$ cat src/design/xbn_pkg.sv
// Package for the XML byte normalizer and UTF-8 checker.
// Holds payload structs, queue entry type, byte and status codes.
// No dependencies.
package xbn_pkg;

    localparam logic [7:0] BYTE_NUL = 8'h00;
    localparam logic [7:0] BYTE_TAB = 8'h09;
    localparam logic [7:0] BYTE_LF  = 8'h0A;
    localparam logic [7:0] BYTE_CR  = 8'h0D;
    localparam logic [7:0] BOM_B0   = 8'hEF;
    localparam logic [7:0] BOM_B1   = 8'hBB;
    localparam logic [7:0] BOM_B2   = 8'hBF;

    localparam logic [1:0] ST_VALID   = 2'd0;
    localparam logic [1:0] ST_NUL     = 2'd1;
    localparam logic [1:0] ST_INVALID = 2'd2;

    localparam int QUEUE_DEPTH = 4;

    typedef struct packed {
        logic [7:0] in_byte;
        logic       end_of_document;
    } t_in_req;

    typedef struct packed {
        logic [7:0] out_byte;
        logic       is_status;
        logic [1:0] status;
        logic       last;
    } t_out_req;

    // One raw byte (or the end-of-document marker) handed from front to back.
    typedef struct packed {
        logic [7:0] raw_byte;
        logic       is_status;
        logic       last;
    } t_q_entry;

endpackage

$ cat src/design/xbn_front.sv
// Front end: accepts raw bytes, strips a leading byte-order mark and
// expands each request into queue entries. Depends on xbn_pkg.
module xbn_front (
    input  logic              i_clk,
    input  logic              i_rst_n,
    input  logic              i_in_valid,
    output logic              o_in_ready,
    input  xbn_pkg::t_in_req  i_in_req,
    output logic              o_q_push,
    output xbn_pkg::t_q_entry o_q_entry,
    input  logic              i_q_full
);
    import xbn_pkg::*;

    typedef enum logic [3:0] {
        MP_START = 4'b0001,
        MP_EF    = 4'b0010,
        MP_EFBB  = 4'b0100,
        MP_PAST  = 4'b1000
    } t_mark_phase;

    t_mark_phase r_phase, n_phase;
    logic [7:0]  r_seq_byte [4];
    logic [3:0]  r_seq_stat;
    logic [2:0]  r_len;
    logic [1:0]  r_pos;
    logic        r_busy;

    logic [7:0]  n_seq_byte [4];
    logic [3:0]  n_seq_stat;
    logic [2:0]  n_len;
    logic        accept, done, entry_last;
    logic [7:0]  b;

    assign b          = i_in_req.in_byte;
    assign entry_last = ({1'b0, r_pos} + 3'd1) == r_len;
    assign o_q_push   = r_busy && !i_q_full;
    assign done       = o_q_push && entry_last;
    assign o_in_ready = !r_busy || done;
    assign accept     = i_in_valid && o_in_ready;

    assign o_q_entry.raw_byte  = r_seq_byte[r_pos];
    assign o_q_entry.is_status = r_seq_stat[r_pos];
    assign o_q_entry.last      = entry_last;

    always_comb begin
        for (int k = 0; k < 4; k++) begin
            n_seq_byte[k] = b;
        end
        n_seq_stat = '0;
        n_len      = 3'd0;
        n_phase    = r_phase;
        unique case (r_phase)
            MP_START: begin
                if (b == BOM_B0) begin
                    n_phase = MP_EF;
                end else begin
                    n_phase       = MP_PAST;
                    n_seq_byte[0] = b;
                    n_len         = 3'd1;
                end
            end
            MP_EF: begin
                if (b == BOM_B1) begin
                    n_phase = MP_EFBB;
                end else begin
                    n_phase       = MP_PAST;
                    n_seq_byte[0] = BOM_B0;
                    n_seq_byte[1] = b;
                    n_len         = 3'd2;
                end
            end
            MP_EFBB: begin
                n_phase = MP_PAST;
                if (b != BOM_B2) begin
                    n_seq_byte[0] = BOM_B0;
                    n_seq_byte[1] = BOM_B1;
                    n_seq_byte[2] = b;
                    n_len         = 3'd3;
                end
            end
            MP_PAST: begin
                n_seq_byte[0] = b;
                n_len         = 3'd1;
            end
            default: begin
                n_phase = MP_START;
            end
        endcase
        if (i_in_req.end_of_document) begin
            // release a partial mark before the status
            if (n_phase == MP_EF) begin
                n_seq_byte[0] = BOM_B0;
                n_len         = 3'd1;
            end else if (n_phase == MP_EFBB) begin
                n_seq_byte[0] = BOM_B0;
                n_seq_byte[1] = BOM_B1;
                n_len         = 3'd2;
            end
            n_seq_stat[n_len[1:0]] = 1'b1;
            n_len   = n_len + 3'd1;
            n_phase = MP_START;
        end
    end

    always_ff @(posedge i_clk) begin
        if (!i_rst_n) begin
            r_phase <= MP_START;
            r_busy  <= 1'b0;
            r_pos   <= 2'd0;
        end else begin
            if (accept) begin
                r_phase <= n_phase;
                r_busy  <= n_len != 3'd0;
                r_pos   <= 2'd0;
            end else if (done) begin
                r_busy <= 1'b0;
            end else if (o_q_push) begin
                r_pos <= r_pos + 2'd1;
            end
        end
    end

    always_ff @(posedge i_clk) begin
        if (accept) begin
            r_seq_byte <= n_seq_byte;
            r_seq_stat <= n_seq_stat;
            r_len      <= n_len;
        end
    end

endmodule

$ cat src/design/xbn_queue.sv
// Short FIFO of raw-byte entries between front and back.
// Depends on xbn_pkg.
module xbn_queue (
    input  logic              i_clk,
    input  logic              i_rst_n,
    input  logic              i_push,
    input  xbn_pkg::t_q_entry i_entry,
    output logic              o_full,
    input  logic              i_pop,
    output xbn_pkg::t_q_entry o_entry,
    output logic              o_empty
);
    import xbn_pkg::*;

    localparam int PW = $clog2(QUEUE_DEPTH);

    t_q_entry        r_mem [QUEUE_DEPTH];
    logic [PW-1:0]   r_wr, r_rd;
    logic [PW:0]     r_cnt;

    assign o_full  = r_cnt == (PW+1)'(QUEUE_DEPTH);
    assign o_empty = r_cnt == '0;
    assign o_entry = r_mem[r_rd];

    always_ff @(posedge i_clk) begin
        if (!i_rst_n) begin
            r_wr  <= '0;
            r_rd  <= '0;
            r_cnt <= '0;
        end else begin
            if (i_push) begin
                r_wr <= r_wr + 1'b1;
            end
            if (i_pop) begin
                r_rd <= r_rd + 1'b1;
            end
            if (i_push && !i_pop) begin
                r_cnt <= r_cnt + 1'b1;
            end else if (i_pop && !i_push) begin
                r_cnt <= r_cnt - 1'b1;
            end
        end
    end

    always_ff @(posedge i_clk) begin
        if (i_push) begin
            r_mem[r_wr] <= i_entry;
        end
    end

endmodule

$ cat src/design/xbn_back.sv
// Back end: CR/LF folding, Latin-1 widening, XML UTF-8 checking and
// the output register. Depends on xbn_pkg.
module xbn_back (
    input  logic              i_clk,
    input  logic              i_rst_n,
    input  logic              i_encoding_mode,
    input  xbn_pkg::t_q_entry i_entry,
    input  logic              i_empty,
    output logic              o_pop,
    output logic              o_out_valid,
    input  logic              i_out_ready,
    output xbn_pkg::t_out_req o_out_req
);
    import xbn_pkg::*;

    localparam logic [1:0] CLS_TWO   = 2'd0;
    localparam logic [1:0] CLS_THREE = 2'd1;
    localparam logic [1:0] CLS_FOUR  = 2'd2;

    logic        r_half, r_cr, r_nul, r_bad;
    logic [1:0]  r_cont, r_cls;
    logic [20:0] r_acc;
    logic        r_ov;
    t_out_req    r_out;

    logic        n_half, n_cr, n_nul, n_bad;
    logic [1:0]  n_cont, n_cls;
    logic [20:0] n_acc, acc_sh, min_cp;
    logic        step, emit, pop, is_stat, clear_doc;
    logic [7:0]  b, eb;
    t_out_req    n_out;

    assign b      = i_entry.raw_byte;
    assign step   = !i_empty && (!r_ov || i_out_ready);
    assign o_pop  = pop;
    assign acc_sh = {r_acc[14:0], eb[5:0]};
    assign min_cp = (r_cls == CLS_TWO)   ? 21'h80 :
                    (r_cls == CLS_THREE) ? 21'h800 : 21'h10000;

    // normalize
    always_comb begin
        emit      = 1'b0;
        pop       = 1'b0;
        is_stat   = 1'b0;
        clear_doc = 1'b0;
        eb        = b;
        n_half    = r_half;
        n_cr      = r_cr;
        n_nul     = r_nul;
        if (step) begin
            if (i_entry.is_status) begin
                is_stat   = 1'b1;
                pop       = 1'b1;
                clear_doc = 1'b1;
            end else if (r_half) begin
                emit   = 1'b1;
                pop    = 1'b1;
                eb     = {2'b10, b[5:0]};
                n_half = 1'b0;
            end else begin
                if (b == BYTE_NUL) begin
                    n_nul = 1'b1;
                end
                n_cr = 1'b0;
                if (r_cr && b == BYTE_LF) begin
                    pop = 1'b1;
                end else if (b == BYTE_CR) begin
                    emit = 1'b1;
                    pop  = 1'b1;
                    eb   = BYTE_LF;
                    n_cr = 1'b1;
                end else if (i_encoding_mode && b[7]) begin
                    emit   = 1'b1;
                    eb     = {6'b110000, b[7:6]};
                    n_half = 1'b1;
                end else begin
                    emit = 1'b1;
                    pop  = 1'b1;
                end
            end
        end
    end

    // XML UTF-8 check of each emitted byte
    always_comb begin
        n_bad  = r_bad;
        n_cont = r_cont;
        n_acc  = r_acc;
        n_cls  = r_cls;
        if (emit && !r_bad) begin
            if (r_cont == 2'd0) begin
                if (!eb[7]) begin
                    if (eb < 8'h20 && eb != BYTE_TAB && eb != BYTE_LF &&
                        eb != BYTE_CR) begin
                        n_bad = 1'b1;
                    end
                end else if (eb[7:5] == 3'b110) begin
                    n_cont = 2'd1;
                    n_acc  = {16'd0, eb[4:0]};
                    n_cls  = CLS_TWO;
                end else if (eb[7:4] == 4'b1110) begin
                    n_cont = 2'd2;
                    n_acc  = {17'd0, eb[3:0]};
                    n_cls  = CLS_THREE;
                end else if (eb[7:3] == 5'b11110) begin
                    n_cont = 2'd3;
                    n_acc  = {18'd0, eb[2:0]};
                    n_cls  = CLS_FOUR;
                end else begin
                    n_bad = 1'b1;
                end
            end else if (eb[7:6] != 2'b10) begin
                n_bad  = 1'b1;
                n_cont = 2'd0;
            end else begin
                n_acc  = acc_sh;
                n_cont = r_cont - 2'd1;
                if (r_cont == 2'd1) begin
                    if (acc_sh < min_cp || acc_sh > 21'h10FFFF ||
                        (acc_sh >= 21'hD800 && acc_sh <= 21'hDFFF) ||
                        acc_sh == 21'hFFFE || acc_sh == 21'hFFFF) begin
                        n_bad = 1'b1;
                    end
                end
            end
        end
    end

    always_comb begin
        n_out.out_byte  = eb;
        n_out.is_status = 1'b0;
        n_out.status    = ST_VALID;
        n_out.last      = i_entry.last && pop;
        if (is_stat) begin
            n_out.out_byte  = 8'd0;
            n_out.is_status = 1'b1;
            n_out.last      = i_entry.last;
            if (r_nul) begin
                n_out.status = ST_NUL;
            end else if (r_bad || r_cont != 2'd0) begin
                n_out.status = ST_INVALID;
            end
        end
    end

    always_ff @(posedge i_clk) begin
        if (!i_rst_n) begin
            r_ov   <= 1'b0;
            r_half <= 1'b0;
            r_cr   <= 1'b0;
            r_nul  <= 1'b0;
            r_bad  <= 1'b0;
            r_cont <= 2'd0;
            r_acc  <= '0;
            r_cls  <= CLS_TWO;
        end else begin
            if (emit || is_stat) begin
                r_ov <= 1'b1;
            end else if (i_out_ready) begin
                r_ov <= 1'b0;
            end
            if (clear_doc) begin
                r_half <= 1'b0;
                r_cr   <= 1'b0;
                r_nul  <= 1'b0;
                r_bad  <= 1'b0;
                r_cont <= 2'd0;
                r_acc  <= '0;
                r_cls  <= CLS_TWO;
            end else begin
                r_half <= n_half;
                r_cr   <= n_cr;
                r_nul  <= n_nul;
                r_bad  <= n_bad;
                r_cont <= n_cont;
                r_acc  <= n_acc;
                r_cls  <= n_cls;
            end
        end
    end

    always_ff @(posedge i_clk) begin
        if (emit || is_stat) begin
            r_out <= n_out;
        end
    end

    assign o_out_valid = r_ov;
    assign o_out_req   = r_out;

endmodule

$ cat src/design/xml_byte_normalize_and_utf8_check_top.sv
// XML byte normalizer and UTF-8 checker, top level.
// Instantiates xbn_front, xbn_queue, xbn_back; depends on xbn_pkg.
//
// Takes a document one byte per request and returns normalized UTF-8 bytes
// plus one status result after the byte flagged end_of_document (status
// 0 valid, 1 NUL present, 2 invalid XML UTF-8; NUL wins). A leading EF BB BF
// is stripped; the first one or two bytes are held until the mark is
// decided. CR becomes LF and an LF right after CR is dropped. With
// encoding_mode = 1 each byte of 0x80 and above is widened to two UTF-8
// bytes. Output is one result per clock while the consumer is ready and
// entries are queued; a widened Latin-1 byte gives two results, and a
// request up to seven when two held mark bytes and the current byte are
// all widened and the status follows. A held or stripped mark byte queues
// nothing; an LF dropped after CR is still queued and popped but gives no
// result. The front end queues one entry per cycle while the queue is not
// full (up to four per request) and takes a new request in the cycle it
// queues the last entry of the previous one; a 4-entry queue decouples it
// from the back end, so the input keeps flowing until the queue fills while
// the output register holds a result. Write encoding_mode only between
// documents with the block drained; the configuration port is always ready.
module xml_byte_normalize_and_utf8_check_top (
    input  logic              i_clk,
    input  logic              i_rst_n,
    input  logic              i_in_valid,
    output logic              o_in_ready,
    input  xbn_pkg::t_in_req  i_in_req,
    output logic              o_out_valid,
    input  logic              i_out_ready,
    output xbn_pkg::t_out_req o_out_req,
    input  logic              i_cfg_valid,
    output logic              o_cfg_ready,
    input  logic              i_cfg_data
);
    import xbn_pkg::*;

    logic     r_encoding_mode;
    logic     q_push, q_full, q_pop, q_empty;
    t_q_entry q_wr_entry, q_rd_entry;

    assign o_cfg_ready = 1'b1;

    always_ff @(posedge i_clk) begin
        if (!i_rst_n) begin
            r_encoding_mode <= 1'b0;
        end else if (i_cfg_valid) begin
            r_encoding_mode <= i_cfg_data;
        end
    end

    // mark stripping and expansion of each request into queue entries
    xbn_front u_front (
        .i_clk      (i_clk),
        .i_rst_n    (i_rst_n),
        .i_in_valid (i_in_valid),
        .o_in_ready (o_in_ready),
        .i_in_req   (i_in_req),
        .o_q_push   (q_push),
        .o_q_entry  (q_wr_entry),
        .i_q_full   (q_full)
    );

    xbn_queue u_queue (
        .i_clk   (i_clk),
        .i_rst_n (i_rst_n),
        .i_push  (q_push),
        .i_entry (q_wr_entry),
        .o_full  (q_full),
        .i_pop   (q_pop),
        .o_entry (q_rd_entry),
        .o_empty (q_empty)
    );

    // normalization, checking and output register
    xbn_back u_back (
        .i_clk           (i_clk),
        .i_rst_n         (i_rst_n),
        .i_encoding_mode (r_encoding_mode),
        .i_entry         (q_rd_entry),
        .i_empty         (q_empty),
        .o_pop           (q_pop),
        .o_out_valid     (o_out_valid),
        .i_out_ready     (i_out_ready),
        .o_out_req       (o_out_req)
    );

endmodule

$ cat config.mk
export PLATFORM = sky130hd
export DESIGN_NAME = xml_byte_normalize_and_utf8_check_top
export DESIGN_NICKNAME = d
export VERILOG_FILES = /design/src/design/xbn_pkg.sv /design/src/design/xbn_front.sv /design/src/design/xbn_queue.sv /design/src/design/xbn_back.sv /design/src/design/xml_byte_normalize_and_utf8_check_top.sv
export SDC_FILE = /design/constraint.sdc
export NUM_CORES = 1
export LEC_CHECK = 0
export BUFFER_PORTS_ARGS = -buffer_cell sky130_fd_sc_hd__buf_2
export CAP_MARGIN = 20
export CORE_UTILIZATION = 40
export DETAILED_ROUTE_END_ITERATION = 10
export GPL_ROUTABILITY_DRIVEN = 0
export MAX_ROUTING_LAYER = met4
export PLACE_DENSITY = 0.56
export SLEW_MARGIN = 20
export SYNTH_ARGS = -nofsm -noshare
export SYNTH_HDL_FRONTEND = slang
export SYNTH_SLANG_ARGS = --single-unit
$ cat constraint.sdc
create_clock -name i_clk -period 4.1 [get_ports i_clk]
set_clock_uncertainty 0.05 [all_clocks]
set_input_delay 0.41 -clock i_clk [delete_from_list [all_inputs] [get_ports i_clk]]
set_output_delay 0.41 -clock i_clk [all_outputs]
set_load 0.05 [all_outputs]
==> impl_results.md <==
- Detailed-route via count: 3,844
- Switching portion of total power: 34.7%
- Gr ovfl total: 0
- TritonCTS clock tree: built
- Largest stage delay on the critical path: 660 ps
- Source-to-sink clock delay at the later pin of the worst-skew pair: 420 ps
- Category of cells accounting for the largest share of critical-path delay: compound AO/OA/AOI/OAI gates
- Largest fanout on the critical path: 9
- Number of hold buffers added after CTS: 0
- Achievable frequency: 303 MHz
- Internal power: 2.87 mW
- Antenna diode count: 0
- Leading cell type by number of instances after synthesis: edfxtp_1
- Number of iterations in the first detailed-routing pass: 4
- Die width: 122 µm
- Mapped Cells: 481
- Antenna violations before repair: 0
- Die Height: 122 µm
- Count of buffering cells on the critical path with inverters included: 1
- Yosys synthesis warning count: 0
- Number of design-rule violations left by the first detailed-router iteration: 339
- Post-Route M1 WL: 5040 µm
- Leading register cell type out of synthesis: edfxtp_1
- Path class of the lowest-slack min-delay path: input pin to flip-flop
- GRT Resource Usage Total: 18.3%
- Average wire per cell in the routed design: 17.1 µm
- Proportion of netlist area held by the largest area contributor: 42.9%
- CP max-delay cell: mux4_2
- Period utilization: 80.6%
- Post-detailed-route DRC marker count: 0
- Data required time of the worst path: 4370 ps
- Largest area contributor in the synthesized netlist: edfxtp_1
- Final-report max-slew violation count: 0
- Leakage power: 2.46 nW
- Non-Filler Cell Area, Final: 6690 µm²
- Endpoint arrival time on the critical path: 3580 ps
- Final Net Count: 542
- Setup Crit Path Kind: flip-flop to flip-flop
- Total power density per cell area: 657 nW/µm²
- Pin count of the biggest net entering global routing: 32
- Overall die area: 15,000 µm²
- P&R area growth vs syn: 15.2%
- Worst-case headroom to the max-slew limit: 46.0%
- Aggregate routed wire length: 12,000 µm
- TritonCTS sink count: 124
- Top layer in use: met4
- Critical path capture point type: flip-flop
- Amount of wire on met3 after detailed routing: 449 µm
- FFs w/ async S/R, synth: 0%
- Final antenna-violating net count: 0
- Reported net switching power: 1.52 mW
- Sequence of cells on the critical path: mux4_2, o31ai_1, ha_1, inv_1, fa_1, xor2_1, or3_1, a21oi_1
- Top post-synthesis cells by count: edfxtp_1, dfxtp_1, nand2_1, nor2_1, o21ai_0
- Starting density of the core: 41.3%
- Wire length of the first global-routing pass: 20,000 µm
- Cts bufs inserted: 17
- RSZ-0062 raised after global routing: no
- Final Setup Violations: 0
- H-tree levels: 4
- Number of global-route vias before repair: 3,941
- Pre-CTS setup slack: 825 ps
- Result of the run: completed
- Mean instance size in the synthesized netlist: 12.1 µm²
- Fraction of layout instances using a drive strength above 1: 17.3%
- Met2 routed WL: 6280 µm
- Seq pwr share: 37.8%
- Post-synthesis instance area: 5810 µm²
- Min Clock Period, post-route: 3300 ps
- Synth area leaders: edfxtp_1, dfxtp_1, mux4_2
- Post-synthesis register bit count: 124
- Detail Placement HPWL: 8700 µm
- Transition at the pin with the smallest max-transition slack: 803 ps
- Count of flip-flops with a built-in enable after synthesis: 83
- Kind of start point of the critical path: flip-flop
- Sequential area share after synthesis: 57.1%
- Largest vdd supply drop: 0.000330 V
- Number of setup buffers added after CTS: 0
- Count of maximum capacitance violations: 0
- Number of I/O port buffers: 28
- Clock network fraction of total power: 32.8%
- Buffer type at the clock tree root: clkbuf_16
- Total chip power: 4.39 mW
- Minimum setup slack in the final design: 795 ps
- Clock tree buffer depth: 2
- Post-synthesis net count: 511
- Post-Route Setup TNS: 0 ps
- Hold Vio Cnt, Final: 0
- Final-layout worst hold slack: 159 ps
- Post-DP Area: 6110 µm²
- Post_cts resized: 0
- Power share of the combinational group: 29.4%
- Vias/cell: 5.45
- Io pins: 30
- Rows: 43
- Clock-pin slew of the registers on the worst-case setup and hold paths: 60 ps
- Unique masters post-synth: 71
- Area inside the core boundary: 14,000 µm²
==> metrics by stage <==
stage,cells,utilization (%)
2_1_floorplan,481,-
3_3_place_gp,673,43.5
3_5_place_dp,673,43.5
4_1_cts,705,47.6
5_1_grt,705,47.6
6_report,705,47.6
==> power by group through the flow <==
stage | Clock (mW) | Combinational, mW | Sequential, mW
global route | 1.52 | 1.41 | 1.68
global placement | 0 | 1.27 | 1.68
finish | 1.44 | 1.29 | 1.66
floorplan | 0 | 0.793 | 1.89
CTS | 1.47 | 1.29 | 1.67
detailed placement | 0 | 1.28 | 1.69
==> routing by layer <==
layer	up-vias	global-route usage [%]
li1	1890	-
met1	1853	20.1
met2	82	30.8
met3	19	4.74
met4	0	8.84
met5	-	-
==> final timing paths <==
kind	from	end	slack [ps]	depth (start not counted)
min reg2reg	u_back.r_acc[0]$_SDFFE_PP0P_	u_back.r_acc[0]$_SDFFE_PP0P_	430	2
min	i_in_req[4]	u_front.r_seq_byte[3]$_DFFE_PP_	160	1
max	flip-flop	u_queue.r_cnt[2]$_SDFFE_PN0P_	800	8
max reg2reg	flip-flop	u_queue.r_cnt[2]$_SDFFE_PN0P_	800	8
==> layout by cell type, fill, tap and decap left out, drive strengths merged, types with 11 or more instances in the layout <==
cell,synthesis,final
clkbuf,13,19
or3,11,11
mux4,11,11
dfxtp,41,41
edfxtp,83,83
a21oi,18,18
buf,7,32
ha,14,14
inv,17,19
and2,12,12
nor2,31,31
o21ai,22,22
mux2i,18,18
nand2,40,40
==> flip-flops by register name, indices dropped and copies added, names as in the netlist, 2 cells and up, named ones only <==
register / flops
u_front.r_len: 3
u_back.o_out_req: 12
u_queue.r_cnt: 3
u_front.r_pos: 2
u_front.r_seq_stat: 4
u_queue.r_wr: 2
u_back.r_cls: 2
u_queue.r_mem: 40
u_queue.r_rd: 2
u_front.r_phase: 4
u_back.r_acc: 15
u_back.r_cont: 2
u_front.r_seq_byte: 24
==> cell type report <==
class	instances	area, µm²
repair buffers	32	170
clock inverters	13	141
fillers	1284	7360
multi-input cells	320	2340
flip-flops and latches	124	3310
inverters	17	63.8
clock buffers	19	433
well taps	180	225
==> kinds of logic after synthesis <==
kind of cell | Yosys count | share of synthesized area (%)
AO/OA/AOI/OAI | 93 | 11.6
multiplexers | 30 | 7.63
XOR/XNOR | 9 | 1.36
AND/OR/NAND/NOR | 172 | 16.2
adder cells (fa/ha/maj) | 15 | 3.36
other | 1 | 0.0646
flip-flops | 124 | 57.1
buffers and inverters | 37 | 2.78
(Power assumes the default switching activity.)
